[src/rtl/rft_pkg.sv]
// shared types and constants for the radial falloff texture pixel block
`timescale 1ns / 1ps

package rft_pkg;

  localparam int FRAC_W  = 16;
  localparam int HARD_W  = 17;
  localparam int DIST_W  = 17;
  localparam int ALPHA_W = 8;
  localparam int NUM_W   = 25;
  localparam int DEN_W   = 18;

  localparam logic [HARD_W-1:0]  Q_ONE      = 17'h10000;
  localparam logic [HARD_W-1:0]  HARD_RESET = 17'h08000;
  localparam logic [ALPHA_W-1:0] ALPHA_FULL = 8'hFF;
  localparam logic [ALPHA_W-1:0] ALPHA_ZERO = 8'h00;

  typedef struct packed {
    logic outside;
    logic full;
  } flags_t;

endpackage

[src/rtl/radial_falloff_texture_pixel.sv]
// radial falloff texture pixel: alpha of a soft-edged round brush, one pixel per request.
// Takes one request per cycle while out_ready is high and returns one alpha per request in
// order. The root width is ROOT_W = clog2(TEXTURE_SIZE/2 + 1) + 16. The square root pipeline
// resolves one root bit per stage and is followed by the alpha divider at one bit per stage.
// Stages stall independently: a waiting result does not block new requests while any stage
// is empty.
// hardness is written through hardness_wr_en/hardness_wr_data and should change only while
// no request is in flight; values above 1.0 act as 1.0.
`timescale 1ns / 1ps

module radial_falloff_texture_pixel #(
  parameter int TEXTURE_SIZE = 256
) (
  input  logic                          clk,
  input  logic                          rst,
  input  logic                          hardness_wr_en,
  input  logic [rft_pkg::HARD_W-1:0]    hardness_wr_data,
  input  logic                          in_valid,
  output logic                          in_ready,
  input  logic [7:0]                    pixel_row,
  input  logic [7:0]                    pixel_col,
  output logic                          out_valid,
  input  logic                          out_ready,
  output logic [rft_pkg::ALPHA_W-1:0]   alpha
);

  localparam int HALF    = TEXTURE_SIZE / 2;
  localparam int HALF_SQ = HALF * HALF;
  localparam int DX_W    = $clog2(HALF + 256) + 1;
  localparam int SQ_W    = 2 * DX_W;
  localparam int S_W     = SQ_W + 1;
  localparam int ROOT_W  = $clog2(HALF + 1) + rft_pkg::FRAC_W;
  localparam int RAD_W   = 2 * ROOT_W;
  localparam int FRAC2   = 2 * rft_pkg::FRAC_W;
  localparam int RAD_HI  = RAD_W - FRAC2;
  localparam int REC_K   = ROOT_W;
  localparam int REC_W   = REC_K + 1;
  localparam int PROD_W  = ROOT_W + REC_W;
  localparam int R_W     = ROOT_W + 1;
  localparam logic [REC_W-1:0] REC = REC_W'((64'd1 << REC_K) / HALF);

  logic [rft_pkg::HARD_W-1:0] hardness;
  logic [rft_pkg::HARD_W-1:0] h_eff;

  // stage a: squares
  logic                     a_valid, ready_a;
  logic [SQ_W-1:0]          a_sqx, a_sqy;
  logic signed [DX_W-1:0]   dx, dy;
  logic signed [SQ_W-1:0]   sqx, sqy;

  // stage b: radius test and radicand
  logic                     b_valid, ready_b;
  logic [RAD_W-1:0]         b_rad;
  rft_pkg::flags_t          b_flags;
  logic [S_W-1:0]           s_sum;
  logic                     s_out;

  // square root
  logic                     sq_in_ready, sq_valid;
  logic [ROOT_W-1:0]        sq_root;
  rft_pkg::flags_t          sq_flags;

  // stage c: reciprocal product
  logic                     c_valid, ready_c;
  logic [PROD_W-1:0]        c_prod;
  logic [ROOT_W-1:0]        c_root;
  rft_pkg::flags_t          c_flags;

  // stage d: quotient estimate and back product
  logic                       d_valid, ready_d;
  logic [rft_pkg::DIST_W-1:0] d_q;
  logic [R_W-1:0]             d_qc;
  logic [ROOT_W-1:0]          d_root;
  rft_pkg::flags_t            d_flags;
  logic [rft_pkg::DIST_W-1:0] q_est;

  // stage e: corrected distance
  logic                       e_valid, ready_e;
  logic [rft_pkg::DIST_W-1:0] e_dist;
  rft_pkg::flags_t            e_flags;
  logic [R_W-1:0]             rem_r;

  // stage f: divider operands
  logic                       f_valid, ready_f;
  logic [rft_pkg::NUM_W-1:0]  f_num;
  logic [rft_pkg::DEN_W-1:0]  f_den;
  rft_pkg::flags_t            f_flags;
  logic [rft_pkg::DIST_W-1:0] diff;
  logic [rft_pkg::HARD_W-1:0] den1;
  logic [rft_pkg::NUM_W-1:0]  num255;

  // divider
  logic                        dv_in_ready, dv_valid;
  logic [rft_pkg::ALPHA_W-1:0] dv_quo;
  rft_pkg::flags_t             dv_flags;

  logic ready_g;

  always_ff @(posedge clk) begin
    if (rst) begin
      hardness <= rft_pkg::HARD_RESET;
    end else if (hardness_wr_en) begin
      hardness <= hardness_wr_data;
    end
  end

  assign h_eff = (hardness > rft_pkg::Q_ONE) ? rft_pkg::Q_ONE : hardness;

  // ready chain
  assign ready_g  = !out_valid || out_ready;
  assign ready_f  = !f_valid || dv_in_ready;
  assign ready_e  = !e_valid || ready_f;
  assign ready_d  = !d_valid || ready_e;
  assign ready_c  = !c_valid || ready_d;
  assign ready_b  = !b_valid || sq_in_ready;
  assign ready_a  = !a_valid || ready_b;
  assign in_ready = ready_a;

  // stage a
  always_comb begin
    dx  = $signed(DX_W'(pixel_col)) - $signed(DX_W'(HALF));
    dy  = $signed(DX_W'(pixel_row)) - $signed(DX_W'(HALF));
    sqx = SQ_W'(dx) * SQ_W'(dx);
    sqy = SQ_W'(dy) * SQ_W'(dy);
  end

  always_ff @(posedge clk) begin
    if (rst) begin
      a_valid <= 1'b0;
    end else if (ready_a) begin
      a_valid <= in_valid;
    end
  end

  always_ff @(posedge clk) begin
    if (ready_a && in_valid) begin
      a_sqx <= sqx;
      a_sqy <= sqy;
    end
  end

  // stage b
  assign s_sum = S_W'(a_sqx) + S_W'(a_sqy);
  assign s_out = s_sum > S_W'(HALF_SQ);

  always_ff @(posedge clk) begin
    if (rst) begin
      b_valid <= 1'b0;
    end else if (ready_b) begin
      b_valid <= a_valid;
    end
  end

  always_ff @(posedge clk) begin
    if (ready_b && a_valid) begin
      b_rad           <= s_out ? '0 : {s_sum[RAD_HI-1:0], {FRAC2{1'b0}}};
      b_flags.outside <= s_out;
      b_flags.full    <= 1'b0;
    end
  end

  rft_isqrt #(
    .ROOT_W (ROOT_W)
  ) u_isqrt (
    .clk       (clk),
    .rst       (rst),
    .in_valid  (b_valid),
    .in_ready  (sq_in_ready),
    .rad       (b_rad),
    .in_flags  (b_flags),
    .out_valid (sq_valid),
    .out_ready (ready_c),
    .root      (sq_root),
    .out_flags (sq_flags)
  );

  // stage c: root times reciprocal of the half size
  always_ff @(posedge clk) begin
    if (rst) begin
      c_valid <= 1'b0;
    end else if (ready_c) begin
      c_valid <= sq_valid;
    end
  end

  always_ff @(posedge clk) begin
    if (ready_c && sq_valid) begin
      c_prod  <= PROD_W'(sq_root) * PROD_W'(REC);
      c_root  <= sq_root;
      c_flags <= sq_flags;
    end
  end

  // stage d: estimate is exact or one low
  assign q_est = c_prod[REC_K +: rft_pkg::DIST_W];

  always_ff @(posedge clk) begin
    if (rst) begin
      d_valid <= 1'b0;
    end else if (ready_d) begin
      d_valid <= c_valid;
    end
  end

  always_ff @(posedge clk) begin
    if (ready_d && c_valid) begin
      d_q     <= q_est;
      d_qc    <= R_W'(q_est) * R_W'(HALF);
      d_root  <= c_root;
      d_flags <= c_flags;
    end
  end

  // stage e
  assign rem_r = R_W'(d_root) - d_qc;

  always_ff @(posedge clk) begin
    if (rst) begin
      e_valid <= 1'b0;
    end else if (ready_e) begin
      e_valid <= d_valid;
    end
  end

  always_ff @(posedge clk) begin
    if (ready_e && d_valid) begin
      e_dist  <= d_q + rft_pkg::DIST_W'(rem_r >= R_W'(HALF));
      e_flags <= d_flags;
    end
  end

  // stage f: numerator 2*255*(1-dist) + den, divisor 2*den
  assign diff   = rft_pkg::Q_ONE - e_dist;
  assign den1   = rft_pkg::Q_ONE - h_eff;
  assign num255 = rft_pkg::NUM_W'(diff) * rft_pkg::NUM_W'(rft_pkg::ALPHA_FULL);

  always_ff @(posedge clk) begin
    if (rst) begin
      f_valid <= 1'b0;
    end else if (ready_f) begin
      f_valid <= e_valid;
    end
  end

  always_ff @(posedge clk) begin
    if (ready_f && e_valid) begin
      f_num           <= {num255[rft_pkg::NUM_W-2:0], 1'b0} + rft_pkg::NUM_W'(den1);
      f_den           <= {den1, 1'b0};
      f_flags.outside <= e_flags.outside;
      f_flags.full    <= (e_dist < h_eff) || (h_eff == rft_pkg::Q_ONE);
    end
  end

  rft_div u_div (
    .clk       (clk),
    .rst       (rst),
    .in_valid  (f_valid),
    .in_ready  (dv_in_ready),
    .num       (f_num),
    .den       (f_den),
    .in_flags  (f_flags),
    .out_valid (dv_valid),
    .out_ready (ready_g),
    .quo       (dv_quo),
    .out_flags (dv_flags)
  );

  // output register
  always_ff @(posedge clk) begin
    if (rst) begin
      out_valid <= 1'b0;
    end else if (ready_g) begin
      out_valid <= dv_valid;
    end
  end

  always_ff @(posedge clk) begin
    if (ready_g && dv_valid) begin
      if (dv_flags.outside) begin
        alpha <= rft_pkg::ALPHA_ZERO;
      end else if (dv_flags.full) begin
        alpha <= rft_pkg::ALPHA_FULL;
      end else begin
        alpha <= dv_quo;
      end
    end
  end

`ifndef ASSERT_OFF
  a_rec_correction: assert property (@(posedge clk) disable iff (rst)
    d_valid |-> rem_r < R_W'(2 * HALF))
    else $error("reciprocal estimate off by more than one");

  a_dist_range: assert property (@(posedge clk) disable iff (rst)
    e_valid |-> e_dist <= rft_pkg::Q_ONE)
    else $error("normalized distance above one");

  a_quo_fits: assert property (@(posedge clk) disable iff (rst)
    (f_valid && !f_flags.outside && !f_flags.full) |-> f_num < {f_den, 8'h00})
    else $error("alpha quotient would exceed eight bits");

  a_outside_zero: assert property (@(posedge clk) disable iff (rst)
    (dv_valid && ready_g && dv_flags.outside) |=> alpha == rft_pkg::ALPHA_ZERO)
    else $error("pixel outside circle gave nonzero alpha");
`endif

endmodule

[src/rtl/rft_isqrt.sv]
// pipelined integer square root, one root bit per register stage
`timescale 1ns / 1ps

module rft_isqrt #(
  parameter int ROOT_W = 24
) (
  input  logic                   clk,
  input  logic                   rst,
  input  logic                   in_valid,
  output logic                   in_ready,
  input  logic [2*ROOT_W-1:0]    rad,
  input  rft_pkg::flags_t        in_flags,
  output logic                   out_valid,
  input  logic                   out_ready,
  output logic [ROOT_W-1:0]      root,
  output rft_pkg::flags_t        out_flags
);

  localparam int RAD_W = 2 * ROOT_W;
  localparam int REM_W = ROOT_W + 3;
  localparam int NST   = ROOT_W;

  logic                  v      [NST];
  logic                  rdy    [NST];
  logic [RAD_W-1:0]      rad_q  [NST];
  logic [REM_W-1:0]      rem_q  [NST];
  logic [ROOT_W-1:0]     root_q [NST];
  rft_pkg::flags_t       flg_q  [NST];

  for (genvar k = 0; k < NST; k++) begin : g_stage
    logic [RAD_W-1:0]  p_rad;
    logic [REM_W-1:0]  p_rem;
    logic [ROOT_W-1:0] p_root;
    rft_pkg::flags_t   p_flg;
    logic              p_v;
    logic [REM_W-1:0]  rem_t;
    logic [REM_W-1:0]  trial;
    logic              ge;

    if (k == 0) begin : g_first
      assign p_rad  = rad;
      assign p_rem  = '0;
      assign p_root = '0;
      assign p_flg  = in_flags;
      assign p_v    = in_valid;
    end else begin : g_next
      assign p_rad  = rad_q[k-1];
      assign p_rem  = rem_q[k-1];
      assign p_root = root_q[k-1];
      assign p_flg  = flg_q[k-1];
      assign p_v    = v[k-1];
    end

    if (k == NST - 1) begin : g_last_rdy
      assign rdy[k] = !v[k] || out_ready;
    end else begin : g_mid_rdy
      assign rdy[k] = !v[k] || rdy[k+1];
    end

    assign rem_t = {p_rem[REM_W-3:0], p_rad[RAD_W-1 -: 2]};
    assign trial = {1'b0, p_root, 2'b01};
    assign ge    = rem_t >= trial;

    always_ff @(posedge clk) begin
      if (rst) begin
        v[k] <= 1'b0;
      end else if (rdy[k]) begin
        v[k] <= p_v;
      end
    end

    always_ff @(posedge clk) begin
      if (rdy[k] && p_v) begin
        rad_q[k]  <= {p_rad[RAD_W-3:0], 2'b00};
        rem_q[k]  <= ge ? rem_t - trial : rem_t;
        root_q[k] <= {p_root[ROOT_W-2:0], ge};
        flg_q[k]  <= p_flg;
      end
    end
  end

  assign in_ready  = rdy[0];
  assign out_valid = v[NST-1];
  assign root      = root_q[NST-1];
  assign out_flags = flg_q[NST-1];

endmodule

[src/rtl/rft_div.sv]
// pipelined restoring divider, one quotient bit per register stage
`timescale 1ns / 1ps

module rft_div (
  input  logic                          clk,
  input  logic                          rst,
  input  logic                          in_valid,
  output logic                          in_ready,
  input  logic [rft_pkg::NUM_W-1:0]     num,
  input  logic [rft_pkg::DEN_W-1:0]     den,
  input  rft_pkg::flags_t               in_flags,
  output logic                          out_valid,
  input  logic                          out_ready,
  output logic [rft_pkg::ALPHA_W-1:0]   quo,
  output rft_pkg::flags_t               out_flags
);

  localparam int NST = rft_pkg::ALPHA_W;

  logic                          v     [NST];
  logic                          rdy   [NST];
  logic [rft_pkg::NUM_W-1:0]     rem_q [NST];
  logic [rft_pkg::DEN_W-1:0]     den_q [NST];
  logic [rft_pkg::ALPHA_W-1:0]   quo_q [NST];
  rft_pkg::flags_t               flg_q [NST];

  for (genvar k = 0; k < NST; k++) begin : g_stage
    localparam int SH = NST - 1 - k;
    logic [rft_pkg::NUM_W-1:0]   p_rem;
    logic [rft_pkg::DEN_W-1:0]   p_den;
    logic [rft_pkg::ALPHA_W-1:0] p_quo;
    rft_pkg::flags_t             p_flg;
    logic                        p_v;
    logic [rft_pkg::NUM_W-1:0]   dsh;
    logic                        ge;

    if (k == 0) begin : g_first
      assign p_rem = num;
      assign p_den = den;
      assign p_quo = '0;
      assign p_flg = in_flags;
      assign p_v   = in_valid;
    end else begin : g_next
      assign p_rem = rem_q[k-1];
      assign p_den = den_q[k-1];
      assign p_quo = quo_q[k-1];
      assign p_flg = flg_q[k-1];
      assign p_v   = v[k-1];
    end

    if (k == NST - 1) begin : g_last_rdy
      assign rdy[k] = !v[k] || out_ready;
    end else begin : g_mid_rdy
      assign rdy[k] = !v[k] || rdy[k+1];
    end

    assign dsh = rft_pkg::NUM_W'(p_den) << SH;
    assign ge  = p_rem >= dsh;

    always_ff @(posedge clk) begin
      if (rst) begin
        v[k] <= 1'b0;
      end else if (rdy[k]) begin
        v[k] <= p_v;
      end
    end

    always_ff @(posedge clk) begin
      if (rdy[k] && p_v) begin
        rem_q[k] <= ge ? p_rem - dsh : p_rem;
        den_q[k] <= p_den;
        quo_q[k] <= {p_quo[rft_pkg::ALPHA_W-2:0], ge};
        flg_q[k] <= p_flg;
      end
    end
  end

  assign in_ready  = rdy[0];
  assign out_valid = v[NST-1];
  assign quo       = quo_q[NST-1];
  assign out_flags = flg_q[NST-1];

endmodule

[config.mk]
export PLATFORM = sky130hd
export DESIGN_NAME = radial_falloff_texture_pixel
export DESIGN_NICKNAME = d
export VERILOG_FILES = /design/src/rtl/rft_pkg.sv /design/src/rtl/radial_falloff_texture_pixel.sv /design/src/rtl/rft_isqrt.sv /design/src/rtl/rft_div.sv
export SDC_FILE = /design/constraint.sdc
export NUM_CORES = 2
export LEC_CHECK = 0
export ABC_AREA = 1
export BUFFER_PORTS_ARGS = -buffer_cell sky130_fd_sc_hd__buf_2
export CORE_MARGIN = 4
export CORE_UTILIZATION = 35
export CTS_BUF_LIST = sky130_fd_sc_hd__clkbuf_8
export CTS_CLUSTER_SIZE = 12
export DETAILED_ROUTE_END_ITERATION = 10
export MAX_ROUTING_LAYER = met4
export SLEW_MARGIN = 20
export SYNTH_ARGS = -nofsm -noshare
export SYNTH_HDL_FRONTEND = slang
export SYNTH_SLANG_ARGS = --single-unit
[constraint.sdc]
create_clock -name clk -period 17.5 [get_ports clk]
set_input_delay 0 -clock clk [delete_from_list [all_inputs] [get_ports clk]]
set_output_delay 0 -clock clk [all_outputs]
set_load 0.01 [all_outputs]
* Word-level counts from Yosys, hierarchy flattened
Memory sizes are Yosys's and may differ from the RTL's. A register that Yosys moved wholly into a read port is not among the register bits.
Cells that the tools add are included.
** Cells by class
- Add/sub/neg operators :: 40
- Multiply operators :: 3
- Magnitude comparators :: 36
- Equal/unequal tests :: 1
- Multiplexer cells :: 228
- Bitwise operators :: 32
- Reductions and logical operators :: 118
** Operators with widths (count)
- $mux W27 :: 24
- $ge A27 B26 Y1 :: 23
- $sub A27 B26 Y27 :: 23
- $mux W25 :: 8
- $mux W1 :: 194
- $logic_or A1 B1 Y1 :: 40
- $logic_and A1 B1 Y1 :: 39
- $logic_not A1 Y1 :: 39
- $mul A9 B9 Y18 :: 2
- $sub A17 B17 Y17 const A :: 2
- $or A1 B1 Y1 :: 32
- $add A25 B17 Y25 :: 1
- $ge A25 B18 Y1 :: 1
- $ge A25 B19 Y1 :: 1
- $ge A25 B20 Y1 :: 1
- $ge A25 B21 Y1 :: 1
- $ge A25 B22 Y1 :: 1
- $ge A25 B23 Y1 :: 1
- $ge A25 B24 Y1 :: 1
- $ge A25 B25 Y1 :: 1
- $ge A25 B8 Y1 const B :: 1
- $sub A24 B24 Y25 :: 1
- $sub A25 B18 Y25 :: 1
- $sub A25 B19 Y25 :: 1
- other kinds (18) :: 19
** Storage, ports and cells
- Bits in registers :: 225
- RAM bits :: 2832
- Input bits :: 38
- Output and inout bits :: 10
- Logic and storage cells :: 491
- Memories :: 10
** Memories
- u_isqrt.rad_q :: depth 24, width 46, rd ports 23, clocked after memory_dff 0, wr ports 24, RTL line rft_isqrt.sv:25 : logic [RAD_W-1:0] rad_q [NST];
- u_isqrt.rem_q :: depth 24, width 27, rd ports 23, clocked after memory_dff 0, wr ports 24, RTL line rft_isqrt.sv:26 : logic [REM_W-1:0] rem_q [NST];
- u_isqrt.root_q :: depth 24, width 24, rd ports 24, clocked after memory_dff 1, wr ports 24, RTL line rft_isqrt.sv:27 : logic [ROOT_W-1:0] root_q [NST];
- u_div.rem_q :: depth 8, width 25, rd ports 7, clocked after memory_dff 0, wr ports 8, RTL line rft_div.sv:22 : logic [rft_pkg::NUM_W-1:0] rem_q [NST];
- u_div.den_q :: depth 8, width 18, rd ports 7, clocked after memory_dff 0, wr ports 8, RTL line rft_div.sv:23 : logic [rft_pkg::DEN_W-1:0] den_q [NST];
- u_div.quo_q :: depth 8, width 8, rd ports 8, clocked after memory_dff 0, wr ports 8, RTL line rft_div.sv:24 : logic [rft_pkg::ALPHA_W-1:0] quo_q [NST];
- 4 more memories

* Logic depth before layout (Yosys ltp)
- Depth after elaboration :: 42
- Depth in mapped cells :: 38
- Depth with buffers taken out :: 38

* Modules after synthesis
A second synthesis with hierarchy kept.
** Second synthesis, totals
- Cells, all modules :: 10992
- Area, all modules :: 109760.3 um2
** By module, submodules not included
- rft_isqrt :: instances 1, cells an instance 5972, area each 68679.6 um2, seq. area each 44022.2 um2
- rft_div :: instances 1, cells an instance 2962, area each 23359.9 um2, seq. area each 10840.4 um2
- radial_falloff_texture_pixel :: instances 1, cells an instance 2058, area each 17720.7 um2, seq. area each 5165.0 um2

* Least setup slack after synthesis
No wires, ideal clock.
- Path type :: register -> register
- Start point :: register e_dist[0] (netlist bit)
- End point :: register f_num[24] (netlist bit) (data pin)
- Setup time :: 260 ps
- Arrival :: 6380 ps
- Required time :: 17240 ps
- Setup slack :: 10860 ps
- Cell stages (with the launch flop) :: 34
- Buffers on the path :: 0
- Clock period less this slack :: 6640 ps
- Cell sequence :: edfxtp_1 > nor2_1 > nand2_1 > nor3_1 > xor2_1 > inv_1 > fa_1 > fa_1 > fa_1 > fa_1 > inv_1 > ha_1 > nand2_1 > nor3_1 > nand2_1 > o211ai_1 > xnor2_1 > inv_1 > ha_1 > nand2_1 > nor2_1 > a211oi_1 > nand2_1 > a21oi_1 > o21ai_0 > a21oi_1 > o21bai_1 > a21o_1 > nand2_1 > nor3_1 > nand3b_1 > nor2_1 > nand2_1 > xor2_1
** Between the ends
- Word-level cells in the longest chain between the ends :: 3
** RTL lines
- start: declaration :: RTL line radial_falloff_texture_pixel.sv:79 : logic [rft_pkg::DIST_W-1:0] e_dist;
- start signal: assignment :: RTL line radial_falloff_texture_pixel.sv:227 : e_dist <= d_q + rft_pkg::DIST_W'(rem_r >= R_W'(HALF));
- $sub A17 B17 Y17 :: RTL line radial_falloff_texture_pixel.sv:233 : assign diff = rft_pkg::Q_ONE - e_dist;
- $mul A17 B8 Y24 :: RTL line radial_falloff_texture_pixel.sv:235 : assign num255 = rft_pkg::NUM_W'(diff) * rft_pkg::NUM_W'(rft_pkg::ALPHA_FULL);
- $add A25 B17 Y25 :: RTL line radial_falloff_texture_pixel.sv:247 : f_num <= {num255[rft_pkg::NUM_W-2:0], 1'b0} + rft_pkg::NUM_W'(den1);
- end signal: assignment :: RTL line radial_falloff_texture_pixel.sv:247
- end: declaration :: RTL line radial_falloff_texture_pixel.sv:85 : logic [rft_pkg::NUM_W-1:0] f_num;
Every way passes these cells.
A chain may end at the register's enable or synchronous reset.

* Final worst setup path
Same ends and word-level chain as after synthesis.

==> results by stage <==
STA:
- Across all hold checks on the routed design, the worst slack comes to roughly 0.18 ns.
- The clock period could shrink to between 7 and 8 ns.
- The achievable clock frequency is 133 MHz.
- Headroom to the max-slew limit came out at 0.272.
- The count of endpoints failing hold in the final timing report was 0.
- Setup total negative slack on the finished layout was measured at 0 ns.
- Clock skew on the completed layout was measured at approximately 0.068 ns.
- Setup violations remaining at the end of the flow were counted as 0.
- Dividing the final minimum period by the clock period gives 0.429.
- Setup repair after global routing left no endpoint under its margin.
- The count of pins over their slew limit came to 0.
- For the pin with the worst max-slew slack, the measured transition is 1.06 ns.

Logic synthesis:
- Synthesis inferred around 1300 register bits.
- The async set-reset flop share out of synthesis is 0.
- During synthesis, Yosys emitted a total of 0 warnings.
- Ranked by total cell area, the synthesized netlist is headed by edfxtp_1 54%, ha_1 8.4%, inv_1 6.0%.
- The leading register cell type out of synthesis is edfxtp_1.
- Of the synthesized area, sequential elements account for 0.551.
- The fraction of post-synthesis cell area in the top cell type by area is 0.544.
- The count of mapped cells out of synthesis is approximately 6200.
- The count of cell types in the netlist is 58.
- A synthesized cell averages around 11 um^2.
- The largest total area in the synthesized netlist belongs to edfxtp_1.
- The area of the mapped netlist is a little under 70000 um^2.
- The commonest cells after synthesis are 1238 x edfxtp_1, 1093 x inv_1, 781 x nand2_1, 524 x nor2_1, 460 x ha_1.
- The most numerous cell in the Yosys netlist is edfxtp_1.
- Yosys mapped a number of flops with a built-in enable equal to 1238.

Routing:
- The detailed router placed about 43000 vias in this run.
- The average wire per cell in the routed design is between 10 and 15 um.
- The number of routed nets with antenna violations is 0.
- The ratio of routed vias to standard cells is approximately 4.7.
- The detailed router's first-iteration violation count is roughly 2400.
- The sum of routed wire length over all layers is between 100000 and 150000 um.
- The remaining routing DRC violations is 0.
- The first-pass detailed-route iteration total is 6.

Pwr:
- Of the total power, the share spent switching nets is 0.274.
- The internal power is 5.09 mW.
- The worst supply voltage drop on vdd is roughly 0.063 mV.
- Summed over all nets, the switching power comes to a little under 2 mW.
- The total power divided by cell area is between 90 and 100 nW/um^2.
- The combinational share of power is 0.159.
- The share of total power dissipated in the clock network is 0.356.
- The sequential share of power is 0.485.
- The static leakage power is roughly 31 nW.

Clock tree:
- The clock root buffer is clkbuf_8.
- The largest buffer count on any clock path is 3.
- Clock tree synthesis inserted a total of 214 buffers.
- TritonCTS built the clock tree.
- Clock-pin slew was measured on the worst setup and hold paths at roughly 0.050 ns.
- Once the clock tree was built, the setup fixing pass inserted 0 buffers.
- The level count of the clock H-tree is 4.
- At the later pin of the worst-skew pair, clock insertion delay measures 0.95 ns.
- The number of sinks handled by clock tree synthesis is 1262.

Floorplan:
- The area enclosed by the die boundary is around 200000 um^2.
- The I/O pin count is 48.
- The die outline width is 450 um.
- The die is 450 um tall.
- In this run the standard cell core region covers between 150000 and 200000 um^2.
- For this configuration, the core starts out at a cell density of 0.353.
- The cell row count is 161.

Worst setup path:
- The data arrival time at the worst-slack endpoint is 8.14 ns.
- The peak fanout along the critical path is 8.
- The worst setup path is of the flop to flop kind.
- The slowest cell on the critical path is fa_1.
- The worst flop-to-flop path startpoint is e_dist[0].
- STA classifies the critical path startpoint as a flop.
- The endpoint class of the critical path is a flop.
- On the worst path, the slowest cell contributes a delay of 0.60 ns.
- For the worst flop-to-flop path, the logic depth is 33.
- Setup slack on the worst reg-to-reg path comes out at 9.99 ns.
- The required time of the critical path is about 18 ns.
- The most prevalent standard cell on the critical path is nand2_1.
- The endpoint identified for the worst register-to-register timing path is f_num[24].

Global route:
- Entering global routing, the biggest net connects 50 pins.
- In the global route stage, overall resource usage came out at 0.133.
- After global routing the overflow that remains totals 0.
- The global-route wire length before repair is between 200000 and 250000 um.
- The via count of the first global-routing pass is around 44000.
- The number of antenna violations at the first check in global routing was 3.

Worst hold path:
- The path with the worst hold slack has its endpoint at a_sqx[2].
- The number of instances on the worst hold path is 4.
- The worst hold path begins at pixel_col[1].
- The path class of the tightest hold or removal check is input port to flop.

Place:
- The number of port buffers is 47.
- Routability-driven placement finished with a final weighted congestion of between 0.8 and 0.9.
- The final HPWL from detailed placement is 98200 um.
- In this run, placement finished with an instance count of about 8700.

Finish:
- The number of nets in the final layout is 7220.
- In the final layout, the share of cells above drive strength 1 is 0.0629.
- The post-synthesis to final-layout area growth is 12.4%.
- The finished layout holds between 9000 and 10000 standard cells, fillers aside.

Status:
- The flow ran to the end, and the final reports show no timing, DRC or antenna violations.

Run:
- The number of violations of the max-capacitance limit is 0.
-- cell usage in the layout (no fill, tap or decap), types with 61 or more instances in the layout --
| master | instances |
|---|---|
| a21oi_1 | 404 |
| clkbuf_8 | 216 |
| clkinv_1 | 61 |
| dlygate4sd3_1 | 88 |
| edfxtp_1 | 1238 |
| fa_1 | 197 |
| ha_1 | 460 |
| inv_1 | 1159 |
| nand2_1 | 780 |
| nand3_1 | 167 |
| nand4_1 | 61 |
| nor2_1 | 510 |
| nor3_1 | 96 |
| o21ai_0 | 334 |
| xnor2_1 | 216 |
| xor2_1 | 269 |
-- kinds of logic (layout without fill, tap and decap cells) --
kind of cell,Yosys count,in the layout,synth area share
adders and majority gates,657,657,0.142
xor gates and xnor gates,485,485,0.0622
buffers and inverters,1164,1670,0.0639
and+or+nand+nor,1753,1753,0.111
AOI/OAI and AO/OA,882,882,0.0700
other,1,5,0.0000549
DFF,1262,1262,0.551
-- final cells by class --
| type | count | area (um^2) |
|---|---|---|
| clock buffers | 216 | 2970 |
| flip-flops and latches | 1262 | 37700 |
| multi-input cells | 3779 | 26400 |
| clock inverters | 186 | 1110 |
| repair buffers | 172 | 1410 |
| inverters | 1096 | 4110 |
| well taps | 2526 | 3160 |
| diodes | 3 | 7.51 |
| fillers | 18600 | 117000 |
-- how the worst max path moves through the flow --
| stage | end | startpoint | depth (start not counted) | slack, ns |
|---|---|---|---|---|
| floorplan | f_num[24] | e_dist[0] | 33 | 10.86 |
| global placement | f_num[24] | e_dist[0] | 33 | 10.0 |
| detailed placement | f_num[24] | e_dist[0] | 33 | 9.99 |
| CTS | f_num[24] | e_dist[0] | 33 | 9.95 |
| global route | f_num[24] | e_dist[0] | 33 | 9.27 |
| finish | f_num[24] | e_dist[0] | 33 | 9.99 |
-- flip-flops by register name, summed over array words and instances, names as in the netlist, 8 cells and up --
| register | flops |
|---|---|
| d_q | 17 |
| hardness | 17 |
| u_div.rem_q | 175 |
| u_isqrt.rad_q | 56 |
| a_sqy | 17 |
| f_den | 16 |
| u_isqrt.flg_q | 24 |
| e_dist | 17 |
| u_isqrt.rem_q | 359 |
| c_prod | 17 |
| u_div.v | 8 |
| u_isqrt.v | 24 |
| a_sqx | 17 |
| alpha | 8 |
| b_rad | 16 |
| f_num | 25 |
| u_div.quo_q | 36 |
| u_isqrt.root_q | 272 |
| u_div.den_q | 112 |
| u_div.flg_q | 16 |
-- power by group through the flow --
stage	logic (mW)	clock network [mW]	registers (mW)
3_5_place_dp	1.11	0	3.47
5_1_grt	1.29	2.75	3.40
4_1_cts	1.14	2.60	3.40
2_1_floorplan	0.855	0	3.45
3_3_place_gp	1.09	0	3.47
6_report	1.11	2.49	3.40
-- through the flow --
| stage | utilization | area, um^2 | setup slack, ns | power [mW] |
|---|---|---|---|---|
| 3_3_place_gp | 0.371 | 71800 | 10.0 | 4.56 |
| 6_report | 0.397 | 76800 | 9.99 | 7.01 |
| 3_5_place_dp | 0.372 | 71800 | 9.99 | 4.58 |
| 4_1_cts | 0.397 | 76800 | 9.95 | 7.15 |
| 5_1_grt | 0.397 | 76800 | 9.27 | 7.44 |
| 2_1_floorplan | - | 68300 | 10.86 | 4.31 |
-- per-layer routing --
layer	GRT usage	routed length, um
met1	0.158	57700
met4	0.0418	2970
met5	-	0
met2	0.230	65800
met3	0.0224	4490
-- what timing repair did --
action,4_1_cts,5_1_grt
resized for setup,0,0
endpoints found under the hold margin,133,0
hold buffers,88,0
-- critical path: cells and delay by family, from the launching register on --
kind	cells	cell delay, ns
adder cells (fa/ha/maj)	6	2.70
AO/OA/AOI/OAI	7	1.01
XOR/XNOR	3	0.71
AND/OR/NAND/NOR	14	1.97
flip-flops	1	0.55
buffers and inverters	3	0.29
Note: power is estimated with default switching activity, not from simulation.
